### config.mk
export PLATFORM = sky130hd
export DESIGN_NAME = can_tx_queue_mailbox_dispatch_flat
export DESIGN_NICKNAME = d
export VERILOG_FILES = /design/src/rtl/core/ctqd_pkg.sv /design/src/rtl/core/ctqd_if.sv /design/src/rtl/core/can_tx_queue_mailbox_dispatch.sv /design/src/rtl/core/ctqd_store.sv /design/src/flat_wrapper.sv
export SDC_FILE = /design/constraint.sdc
export NUM_CORES = 2
export LEC_CHECK = 0
export ABC_CLOCK_PERIOD_IN_PS = 17100
export BUFFER_PORTS_ARGS = -buffer_cell sky130_fd_sc_hd__buf_2
export CORE_UTILIZATION = 25
export CTS_CLUSTER_DIAMETER = 40
export CTS_CLUSTER_SIZE = 12
export DETAILED_ROUTE_END_ITERATION = 10
export GPL_TIMING_DRIVEN = 0
export PLACE_DENSITY = 0.38
export SLEW_MARGIN = 20
export SYNTH_ARGS = -nofsm -noshare
export SYNTH_HDL_FRONTEND = slang
export SYNTH_SLANG_ARGS = --single-unit
### constraint.sdc
create_clock -name clk -period 17.1 [get_ports clk]
set_input_delay 1.71 -clock clk [delete_from_list [all_inputs] [get_ports clk]]
set_output_delay 1.71 -clock clk [all_outputs]
set_load 0.01 [all_outputs]
### src/rtl/core/ctqd_pkg.sv
// ----------------------------------------------------------------------------
// ctqd_pkg
// Shared types, constants and helpers for the CAN transmit mailbox dispatcher.
// ----------------------------------------------------------------------------
package ctqd_pkg;

    localparam int QUEUE_DEPTH_DEF = 16;
    localparam int WORD_W          = 32;
    localparam int MBOX_NUM        = 3;
    localparam int MBOX_W          = 2;

    localparam logic [WORD_W-1:0] TXRQ_BIT = 32'h0000_0001;

    typedef enum logic {
        CMD_SEND  = 1'b0,
        CMD_EVENT = 1'b1
    } cmd_t;

    typedef struct packed {
        logic [WORD_W-1:0] data_high;
        logic [WORD_W-1:0] data_low;
        logic [WORD_W-1:0] len_word;
        logic [WORD_W-1:0] id_word;
    } frame_t;

    function automatic logic [MBOX_W-1:0] lowest_free(input logic [MBOX_NUM-1:0] free_bits);
        logic [MBOX_W-1:0] idx;
        if (free_bits[0])
        begin
            idx = 2'd0;
        end
        else if (free_bits[1])
        begin
            idx = 2'd1;
        end
        else
        begin
            idx = 2'd2;
        end
        return idx;
    endfunction

endpackage

### src/rtl/core/ctqd_if.sv
// ----------------------------------------------------------------------------
// ctqd_req_if / ctqd_rsp_if
// Valid/ready channels for dispatcher requests and mailbox results.
// ----------------------------------------------------------------------------
interface ctqd_req_if;
    logic                            valid;
    logic                            ready;
    ctqd_pkg::cmd_t                  cmd;
    logic [ctqd_pkg::MBOX_NUM-1:0]   mailbox_free;
    logic [ctqd_pkg::WORD_W-1:0]     frame_id_word;
    logic [ctqd_pkg::WORD_W-1:0]     frame_len_word;
    logic [ctqd_pkg::WORD_W-1:0]     frame_data_low;
    logic [ctqd_pkg::WORD_W-1:0]     frame_data_high;

    modport source (
        output valid, cmd, mailbox_free, frame_id_word, frame_len_word,
               frame_data_low, frame_data_high,
        input  ready
    );

    modport sink (
        input  valid, cmd, mailbox_free, frame_id_word, frame_len_word,
               frame_data_low, frame_data_high,
        output ready
    );
endinterface

interface ctqd_rsp_if;
    logic                            valid;
    logic                            ready;
    logic                            status;
    logic                            mailbox_write;
    logic [ctqd_pkg::MBOX_W-1:0]     mailbox_index;
    logic [ctqd_pkg::WORD_W-1:0]     out_id_word;
    logic [ctqd_pkg::WORD_W-1:0]     out_len_word;
    logic [ctqd_pkg::WORD_W-1:0]     out_data_low;
    logic [ctqd_pkg::WORD_W-1:0]     out_data_high;
    logic                            irq_enabled;
    logic                            clear_done_flags;

    modport source (
        output valid, status, mailbox_write, mailbox_index, out_id_word,
               out_len_word, out_data_low, out_data_high, irq_enabled,
               clear_done_flags,
        input  ready
    );

    modport sink (
        input  valid, status, mailbox_write, mailbox_index, out_id_word,
               out_len_word, out_data_low, out_data_high, irq_enabled,
               clear_done_flags,
        output ready
    );
endinterface

### src/rtl/core/can_tx_queue_mailbox_dispatch.sv
// ----------------------------------------------------------------------------
// can_tx_queue_mailbox_dispatch
// Transmit scheduler for three CAN mailboxes with a ring queue of pending
// frames; direct writes, queueing, dequeue on mailbox-empty events.
// ----------------------------------------------------------------------------
//  channel | dir | beat contents
//  --------+-----+------------------------------------------------------------
//  req     | in  | cmd, mailbox_free, four frame words
//  rsp     | out | status, mailbox write and words, irq_enabled, clear flags
//
//  One beat per cycle while rsp.ready keeps up; each result appears the cycle after its request.
//  The decision is taken against the queue state at acceptance; a queued
//  frame is read from the ring store in the same cycle into its read register.
//  req.ready drops only while a result is held with rsp.ready low.
//  Reset clears ring positions, fill count and interrupt enable; the store
//  is not cleared.
// ----------------------------------------------------------------------------
module can_tx_queue_mailbox_dispatch #(
    parameter int QUEUE_DEPTH = ctqd_pkg::QUEUE_DEPTH_DEF
) (
    input  logic        clk,
    input  logic        rst_n,
    ctqd_req_if.sink    req,
    ctqd_rsp_if.source  rsp
);
    import ctqd_pkg::*;

    localparam int PTR_W = (QUEUE_DEPTH > 1) ? $clog2(QUEUE_DEPTH) : 1;
    localparam int CNT_W = $clog2(QUEUE_DEPTH + 1);
    localparam logic [PTR_W-1:0] PTR_LAST = PTR_W'(QUEUE_DEPTH - 1);
    localparam logic [CNT_W-1:0] CNT_FULL = CNT_W'(QUEUE_DEPTH);

    logic [PTR_W-1:0]   wr_ptr_reg;
    logic [PTR_W-1:0]   rd_ptr_reg;
    logic [CNT_W-1:0]   fill_reg;
    logic               irq_on_reg;

    logic               res_valid_reg;
    logic               status_reg;
    logic               write_reg;
    logic               from_store_reg;
    logic               clear_reg;
    logic [MBOX_W-1:0]  index_reg;
    frame_t             frame_reg;

    logic               accept;
    logic               is_send;
    logic               any_free;
    logic               ring_empty;
    logic               direct;
    logic               enq;
    logic               full;
    logic               deq;
    logic               clr;
    logic               irq_next;
    frame_t             in_frame;
    frame_t             store_rd;
    frame_t             src_frame;

    assign req.ready   = !res_valid_reg || rsp.ready;
    assign accept      = req.valid && req.ready;

    assign is_send     = (req.cmd == CMD_SEND);
    assign any_free    = |req.mailbox_free;
    assign ring_empty  = (fill_reg == '0);

    assign direct   = is_send && ring_empty && any_free;
    assign enq      = is_send && !direct && (fill_reg != CNT_FULL);
    assign full     = is_send && !direct && (fill_reg == CNT_FULL);
    assign deq      = !is_send && !ring_empty && any_free;
    assign clr      = !is_send && ring_empty;
    assign irq_next = is_send ? 1'b1 : (clr ? 1'b0 : irq_on_reg);

    assign in_frame = '{data_high: req.frame_data_high,
                        data_low:  req.frame_data_low,
                        len_word:  req.frame_len_word,
                        id_word:   req.frame_id_word};

    ctqd_store #(
        .DEPTH  (QUEUE_DEPTH),
        .ADDR_W (PTR_W)
    ) u_store (
        .clk     (clk),
        .wr_en   (accept && enq),
        .wr_addr (wr_ptr_reg),
        .wr_data (in_frame),
        .rd_en   (accept && deq),
        .rd_addr (rd_ptr_reg),
        .rd_data (store_rd)
    );

    always_ff @(posedge clk or negedge rst_n)
    begin
        if (!rst_n)
        begin
            wr_ptr_reg    <= '0;
            rd_ptr_reg    <= '0;
            fill_reg      <= '0;
            irq_on_reg    <= 1'b0;
            res_valid_reg <= 1'b0;
        end
        else
        begin
            if (accept)
            begin
                res_valid_reg <= 1'b1;
                irq_on_reg    <= irq_next;
                if (enq)
                begin
                    wr_ptr_reg <= (wr_ptr_reg == PTR_LAST) ? '0 : wr_ptr_reg + 1'b1;
                    fill_reg   <= fill_reg + 1'b1;
                end
                if (deq)
                begin
                    rd_ptr_reg <= (rd_ptr_reg == PTR_LAST) ? '0 : rd_ptr_reg + 1'b1;
                    fill_reg   <= fill_reg - 1'b1;
                end
            end
            else if (rsp.ready)
            begin
                res_valid_reg <= 1'b0;
            end
        end
    end

    // Result payload: hold while stalled.
    always_ff @(posedge clk)
    begin
        if (accept)
        begin
            status_reg     <= full;
            write_reg      <= direct || deq;
            from_store_reg <= deq;
            clear_reg      <= clr;
            index_reg      <= lowest_free(req.mailbox_free);
            frame_reg      <= in_frame;
        end
    end

    assign src_frame = from_store_reg ? store_rd : frame_reg;

    assign rsp.valid            = res_valid_reg;
    assign rsp.status           = status_reg;
    assign rsp.mailbox_write    = write_reg;
    assign rsp.mailbox_index    = write_reg ? index_reg : '0;
    assign rsp.out_id_word      = write_reg ? (src_frame.id_word | TXRQ_BIT) : '0;
    assign rsp.out_len_word     = write_reg ? src_frame.len_word : '0;
    assign rsp.out_data_low     = write_reg ? src_frame.data_low : '0;
    assign rsp.out_data_high    = write_reg ? src_frame.data_high : '0;
    assign rsp.irq_enabled      = irq_on_reg;
    assign rsp.clear_done_flags = clear_reg;

    a_fill_bound: assert property (@(posedge clk) disable iff (!rst_n)
        fill_reg <= CNT_FULL)
        else $error("fill count above queue depth");

    a_ptr_empty: assert property (@(posedge clk) disable iff (!rst_n)
        (fill_reg == '0) |-> (rd_ptr_reg == wr_ptr_reg))
        else $error("ring positions differ with empty queue");

    a_send_irq: assert property (@(posedge clk) disable iff (!rst_n)
        (accept && is_send) |=> irq_on_reg)
        else $error("send left interrupt disabled");

    a_full_nowrite: assert property (@(posedge clk) disable iff (!rst_n)
        (res_valid_reg && status_reg) |-> (!write_reg && !clear_reg))
        else $error("dropped frame also written or flags cleared");

    a_clear_irq: assert property (@(posedge clk) disable iff (!rst_n)
        (res_valid_reg && clear_reg) |-> (!irq_on_reg && !write_reg))
        else $error("flag clear with interrupt on or mailbox write");

endmodule

### src/rtl/core/ctqd_store.sv
// ----------------------------------------------------------------------------
// ctqd_store
// Pending frame ring storage: one write port, one read port, registered read.
// ----------------------------------------------------------------------------
module ctqd_store #(
    parameter int DEPTH  = ctqd_pkg::QUEUE_DEPTH_DEF,
    parameter int ADDR_W = $clog2(DEPTH)
) (
    input  logic                clk,
    input  logic                wr_en,
    input  logic [ADDR_W-1:0]   wr_addr,
    input  ctqd_pkg::frame_t    wr_data,
    input  logic                rd_en,
    input  logic [ADDR_W-1:0]   rd_addr,
    output ctqd_pkg::frame_t    rd_data
);
    import ctqd_pkg::*;

    frame_t mem [DEPTH];
    frame_t rd_data_reg;

    always_ff @(posedge clk)
    begin
        if (wr_en)
        begin
            mem[wr_addr] <= wr_data;
        end
    end

    always_ff @(posedge clk)
    begin
        if (rd_en)
        begin
            rd_data_reg <= mem[rd_addr];
        end
    end

    assign rd_data = rd_data_reg;

endmodule

### src/flat_wrapper.sv
// flat-port wrapper written by rule: the top's interface ports become plain ports
module can_tx_queue_mailbox_dispatch_flat import ctqd_pkg::*;
#(
    parameter int QUEUE_DEPTH = ctqd_pkg::QUEUE_DEPTH_DEF
)
  (clk, rst_n, req_valid, req_cmd, req_mailbox_free, req_frame_id_word, req_frame_len_word, req_frame_data_low, req_frame_data_high, req_ready, rsp_valid, rsp_status, rsp_mailbox_write, rsp_mailbox_index, rsp_out_id_word, rsp_out_len_word, rsp_out_data_low, rsp_out_data_high, rsp_irq_enabled, rsp_clear_done_flags, rsp_ready);
  ctqd_req_if req_i ();
  ctqd_rsp_if rsp_i ();
  input  logic clk;
  input  logic rst_n;
  input wire logic [$bits(req_i.valid)-1:0] req_valid;
  input wire logic [$bits(req_i.cmd)-1:0] req_cmd;
  input wire logic [$bits(req_i.mailbox_free)-1:0] req_mailbox_free;
  input wire logic [$bits(req_i.frame_id_word)-1:0] req_frame_id_word;
  input wire logic [$bits(req_i.frame_len_word)-1:0] req_frame_len_word;
  input wire logic [$bits(req_i.frame_data_low)-1:0] req_frame_data_low;
  input wire logic [$bits(req_i.frame_data_high)-1:0] req_frame_data_high;
  output wire logic [$bits(req_i.ready)-1:0] req_ready;
  output wire logic [$bits(rsp_i.valid)-1:0] rsp_valid;
  output wire logic [$bits(rsp_i.status)-1:0] rsp_status;
  output wire logic [$bits(rsp_i.mailbox_write)-1:0] rsp_mailbox_write;
  output wire logic [$bits(rsp_i.mailbox_index)-1:0] rsp_mailbox_index;
  output wire logic [$bits(rsp_i.out_id_word)-1:0] rsp_out_id_word;
  output wire logic [$bits(rsp_i.out_len_word)-1:0] rsp_out_len_word;
  output wire logic [$bits(rsp_i.out_data_low)-1:0] rsp_out_data_low;
  output wire logic [$bits(rsp_i.out_data_high)-1:0] rsp_out_data_high;
  output wire logic [$bits(rsp_i.irq_enabled)-1:0] rsp_irq_enabled;
  output wire logic [$bits(rsp_i.clear_done_flags)-1:0] rsp_clear_done_flags;
  input wire logic [$bits(rsp_i.ready)-1:0] rsp_ready;
  assign req_i.valid = req_valid;
  assign req_i.cmd = req_cmd;
  assign req_i.mailbox_free = req_mailbox_free;
  assign req_i.frame_id_word = req_frame_id_word;
  assign req_i.frame_len_word = req_frame_len_word;
  assign req_i.frame_data_low = req_frame_data_low;
  assign req_i.frame_data_high = req_frame_data_high;
  assign req_ready = req_i.ready;
  assign rsp_valid = rsp_i.valid;
  assign rsp_status = rsp_i.status;
  assign rsp_mailbox_write = rsp_i.mailbox_write;
  assign rsp_mailbox_index = rsp_i.mailbox_index;
  assign rsp_out_id_word = rsp_i.out_id_word;
  assign rsp_out_len_word = rsp_i.out_len_word;
  assign rsp_out_data_low = rsp_i.out_data_low;
  assign rsp_out_data_high = rsp_i.out_data_high;
  assign rsp_irq_enabled = rsp_i.irq_enabled;
  assign rsp_clear_done_flags = rsp_i.clear_done_flags;
  assign rsp_i.ready = rsp_ready;
  can_tx_queue_mailbox_dispatch #(.QUEUE_DEPTH(QUEUE_DEPTH)) u_core (.clk(clk), .rst_n(rst_n), .req(req_i), .rsp(rsp_i));
endmodule
After elaboration in Yosys (flattened, before gate mapping). Memory sizes are Yosys's and may differ from the RTL's. A register that Yosys moved wholly into a read port is not among the register bits. Cells that the tools add are included.

Output and inout bits: 136. Register bits: 149. Input bits: 136. Logic and storage cells: 66. RAM bits: 2048. Memories: 1.

$add $sub $neg: 4. Eq/ne operators: 5. Mux-type cells: 17. Reductions and logical operators: 24. Bitwise logic cells: 1.

Memory list: u_core.u_store.mem (depth 16, width 128, rd ports 1, clocked after Yosys merged registers in 1, write ports 1, RTL line ctqd_store.sv:19) `frame_t mem [DEPTH];`.

Operator list (number): $mux W128 (1); $mux W32 (4); $logic_and A1 B1 Y1 (11); $mux W5 (2); $add A4 B1 Y4 const B (2); $eq A4 B4 Y1 const B (2); $mux W4 (2); $reduce_and A2 Y1 (4); $mux W1 (6); $add A5 B1 Y5 const B (1); $eq A5 B5 Y1 const B (1); $logic_not A5 Y1 (1); $ne A5 B5 Y1 const B (1); $sub A5 B1 Y5 const B (1); $mux W2 (2); $reduce_bool A2 Y1 (2); $logic_not A1 Y1 (3); $reduce_or A3 Y1 (1); $logic_or A1 B1 Y1 (2); $ne A2 B1 Y1 const B (1); $not A1 Y1 (1).

Logic depth before layout (Yosys ltp).
Depth in word-level cells: 9. Gate-level depth with buffers: 10. Mapped depth without buffers: 9.

Modules after synthesis. A second synthesis with hierarchy kept.

Cells, all modules: 3866. Area, all modules: 87889.3 µm².

Modules (own cells, without submodules): ctqd_store (area an instance 80768.7 µm², seq. area each 65342.7 µm², cells an instance 3354, times used 1); can_tx_queue_mailbox_dispatch (area an instance 7120.6 µm², seq. area each 4369.2 µm², cells an instance 512, times used 1).

Least setup slack after synthesis. No wires, ideal clock.

Kind: input to register. Start point: input port req_mailbox_free[1]. End point: memory u_core.u_store.mem[3][100] (netlist bit), enable pin. Path buffers: 1. Setup time: 0.925 ns. Arrival: 14.356 ns. Setup slack: 1.819 ns. Stages: 4. Data required time: 16.175 ns. Cells stage by stage: nor4_1 o2111ai_1 buf_2 nor4_1.

Longest elaborated chain between the ends: 8.

RTL lines: start: declaration (RTL line flat_wrapper.sv:13) `input wire logic [$bits(req_i.mailbox_free)-1:0] req_mailbox_free;`; $reduce_or A3 Y1 (RTL line can_tx_queue_mailbox_dispatch.sv:64) `assign any_free = |req.mailbox_free;`; $logic_and A1 B1 Y1 (RTL line can_tx_queue_mailbox_dispatch.sv:67) `assign direct = is_send && ring_empty && any_free;`; $logic_not A1 Y1 (RTL line can_tx_queue_mailbox_dispatch.sv:68) `assign enq = is_send && !direct && (fill_reg != CNT_FULL);`; $logic_and A1 B1 Y1 (2 in a row) (RTL line can_tx_queue_mailbox_dispatch.sv:68); $logic_and A1 B1 Y1 (RTL line can_tx_queue_mailbox_dispatch.sv:84) `.wr_en (accept && enq),`; $mux W1 (RTL line ctqd_store.sv:24) `if (wr_en)`; $mux W1 (not written as such) (RTL line ctqd_store.sv:26) `mem[wr_addr] <= wr_data;`; end: declaration (RTL line ctqd_store.sv:19).

Every way passes these cells.

Worst setup path in the final report.
Start point: register u_core.write_reg, in the netlist u_core.rsp.mailbox_write. End point: output port rsp_out_len_word[0].

Longest elaborated chain between the ends: 1.

RTL lines: start: declaration (RTL line can_tx_queue_mailbox_dispatch.sv:40) `logic write_reg;`; start signal: assignment (RTL line can_tx_queue_mailbox_dispatch.sv:132) `write_reg <= direct || deq;`; $mux W32 (RTL line can_tx_queue_mailbox_dispatch.sv:147) `assign rsp.out_len_word = write_reg ? src_frame.len_word : '0;`; end: declaration (RTL line flat_wrapper.sv:24) `output wire logic [$bits(rsp_i.out_len_word)-1:0] rsp_out_len_word;`.

Every way passes these cells.

==> flow_summary.ini <==
[synth]
ys_seq_elements = 2307
synth_top_family_by_area = multiplexers
seq_area_frac_synth_pct = 78.63
syn_avg_cell_area_um2 = 22.54
synth_edf_count = 2292
muxShareOfSynthArea_pct = 15.94
synthAdderAreaFrac_pct = 0.09951
synth_cells = 3904
synthXorXnorAreaFrac_pct = 0.05971
synth_cell_type_count = 43
synthSimpleGateAreaFrac_pct = 2.131
synth_fp_nets = 4047
yosys_warnings = 0
netlist_area_um2 = 88010
ys.flop_type = edfxtp_1
synth-async-reset-ratio_pct = 0.6502
synth_compound_area_share_pct = 2.056

[drt]
vias = 42658
postRouteAntennaNets = 0
route.detailed.drc = 0
post_drt_via_cell_ratio = 4.438
drt_first_pass_iters = 5
first_iter_violations = 3195
wl_mm = 266.4
wire_per_inst_um = 27.72

[final_layout]
synthToLayoutAreaGrowth_pct = 25.42
largest_reg_flops = 2032
final_cell_mix = edfxtp_1 (2,292), mux4_2 (508), clkbuf_16 (380)
drive_above_1_share_pct = 33.03
finalNonFillerCells = 9612
stdcell_area_um2 = 110400
final_common_cell = edfxtp_1
nNetsFinal = 4833

[critical_path]
critical_path_cell_count = 5
cp.buffers_inverters = 4
critical_path_class = flip-flop to output port
cp.arrival_ns = 4.02
start_kind = flip-flop
worst-path-max-fanout = 10
cp_cell_sequence = clkbuf_4 > buf_12 > clkbuf_1 > nor2b_1 > buf_2
crit_path_max_incr_delay_ns = 0.78
r2r_cells = 14
crit_family = buffers and inverters
crit_path_end_kind = output port
cp.required_ns = 15.39
cp_slowest_cell = edfxtp_1

[floorplan]
die_height_um = 595.3
rows = 217
start_util_pct = 25.15
coreArea_um2 = 350000
io_pins = 272
die_area_um2 = 354400
die_x_um = 595.3

[global_routing]
grt_max_degree = 40
antenna_found_initial = 64
grt_use_total_pct = 14.86
grt-ovfl-total = 0
grt_first_pass_wirelength_mm = 370.4
grt_pass1_vias = 45686

[sta]
setup_tns_ns = 0
worst_pin_slew_ns = 1.142
period_share_pct = 33.49
fin_crit_ns = 5.728
finalSetupViolCount = 0
max_freq_mhz = 174.6
fin_skew_ns = 0.03110
timing.hold.ws_ns = 0.5047
max_slew_margin_pct = 23.86
slew_viol_final = 0
hold_viol = 0
rsz0062_at_grt = no

[min_path]
min_path_cells = 2
holdCritPathClass = flip-flop to flip-flop

[place]
post_dp_cell_area_um2 = 97580
io_buffers = 269
place_congestion = 0.6799
hpwl_mm = 173.5
dp.cells = 8911

[clock_tree]
cts_buffer_depth = 4
cts_resized = 0
clock-root-buffer = clkbuf_16
numCtsBuffers = 375
htreeDepth = 5
cts_num_sinks = 2307
cts_tree = done
post_cts_buffers = 0
cts_hold_buf = 0
clock_latency_ns = 0.89
path_clk_slew_ns = 0.05

[power_and_ir_drop]
power.density_nw_per_um2 = 168.4
p_leak_nw = 35.70
ir_drop_mv = 0.08246
p_total_mw = 18.59

[outcome]
status = finished, final reports clean

[job]
drv_cap = 0
logic make-up after synthesis:
group           after synthesis
compound gates              285
xor+xnor                      6
fa+ha+maj                     7
buf+inv                     228
flops                      2307
mux                         766
simple gates                305
worst min-delay path, cell delays in order, from the launching register on:
cell and delay [ns]:
dfrtp_1 0.33, o31ai_1 0.06, o21ai_0 0.07
per-stage QoR:
stage	utilization, %	setup WS, ns
after floorplan	-	1.819
after global placement	27.18	-17.85
after detailed placement	27.88	11.22
after CTS	31.53	11.17
after global routing	31.53	11.20
final	31.54	11.37
layer usage:
layer | vias up | track usage (%) | part of all wire [%]
li1 | 18154 | - | -
met1 | 23042 | 19.49 | 43
met2 | 1026 | 25.23 | 50
met3 | 390 | 2.760 | 5.2
met4 | 46 | 3.874 | 2.0
met5 | - | 0 | 0.10
where the power goes:
group	leakage [nW]	total, mW	switching (mW)	internal (mW)
logic	8.69	4.30	2.55	1.75
registers	20.9	6.62	0.0585	6.57
clock network	6.10	7.66	2.80	4.87
total	35.7	18.6	5.41	13.2
cell usage after synthesis (7+ instances only):
cell type	instances	area, um^2
and2_1	19	118.9
dfrtp_1	15	375.4
buf_1	12	45.04
inv_1	8	30.03
mux4_2	508	11440
nor2b_1	255	1595
clkbuf_1	136	510.5
ha_1	7	87.58
mux2i_1	254	2542
o21ai_0	8	40.04
edfxtp_1	2292	68830
nor2_1	7	26.28
a21oi_1	131	655.6
buf_2	69	345.3
nor3_1	7	35.03
a211oi_1	128	960.9
final cells by class:
class	count	area, um^2
Fill cell	33465	239600
Sequential cell	2307	69200
Multi-Input combinational cell	1369	17910
Clock buffer	407	9610
Tap cell	4599	5754
Timing Repair Buffer	409	3729
Clock inverter	276	3139
Buffer	220	963.4
Antenna cell	17	42.54
Inverter	8	37.54
final timing paths:
path	startpoint	end	slack [ns]
min in group asynchronous	rst_n	u_core.rd_ptr_reg[0]$_DFFE_PN0P_	0.76
worst max register to register	u_core.fill_reg[4]$_DFFE_PN0P_	u_core.u_store.mem[15][80]$_DFFE_PP_	12.61
max in group asynchronous	rst_n	u_core.wr_ptr_reg[2]$_DFFE_PN0P_	16.03
worst min-delay path	u_core.rsp.irq_enabled$_DFFE_PN0P_	u_core.rsp.irq_enabled$_DFFE_PN0P_	0.50
worst min register to register	u_core.rsp.irq_enabled$_DFFE_PN0P_	u_core.rsp.irq_enabled$_DFFE_PN0P_	0.50
worst max-delay path	u_core.rsp.mailbox_write$_DFFE_PP_	rsp_out_len_word[0]	11.37
No activity file was read; power rests on OpenSTA's default activity.
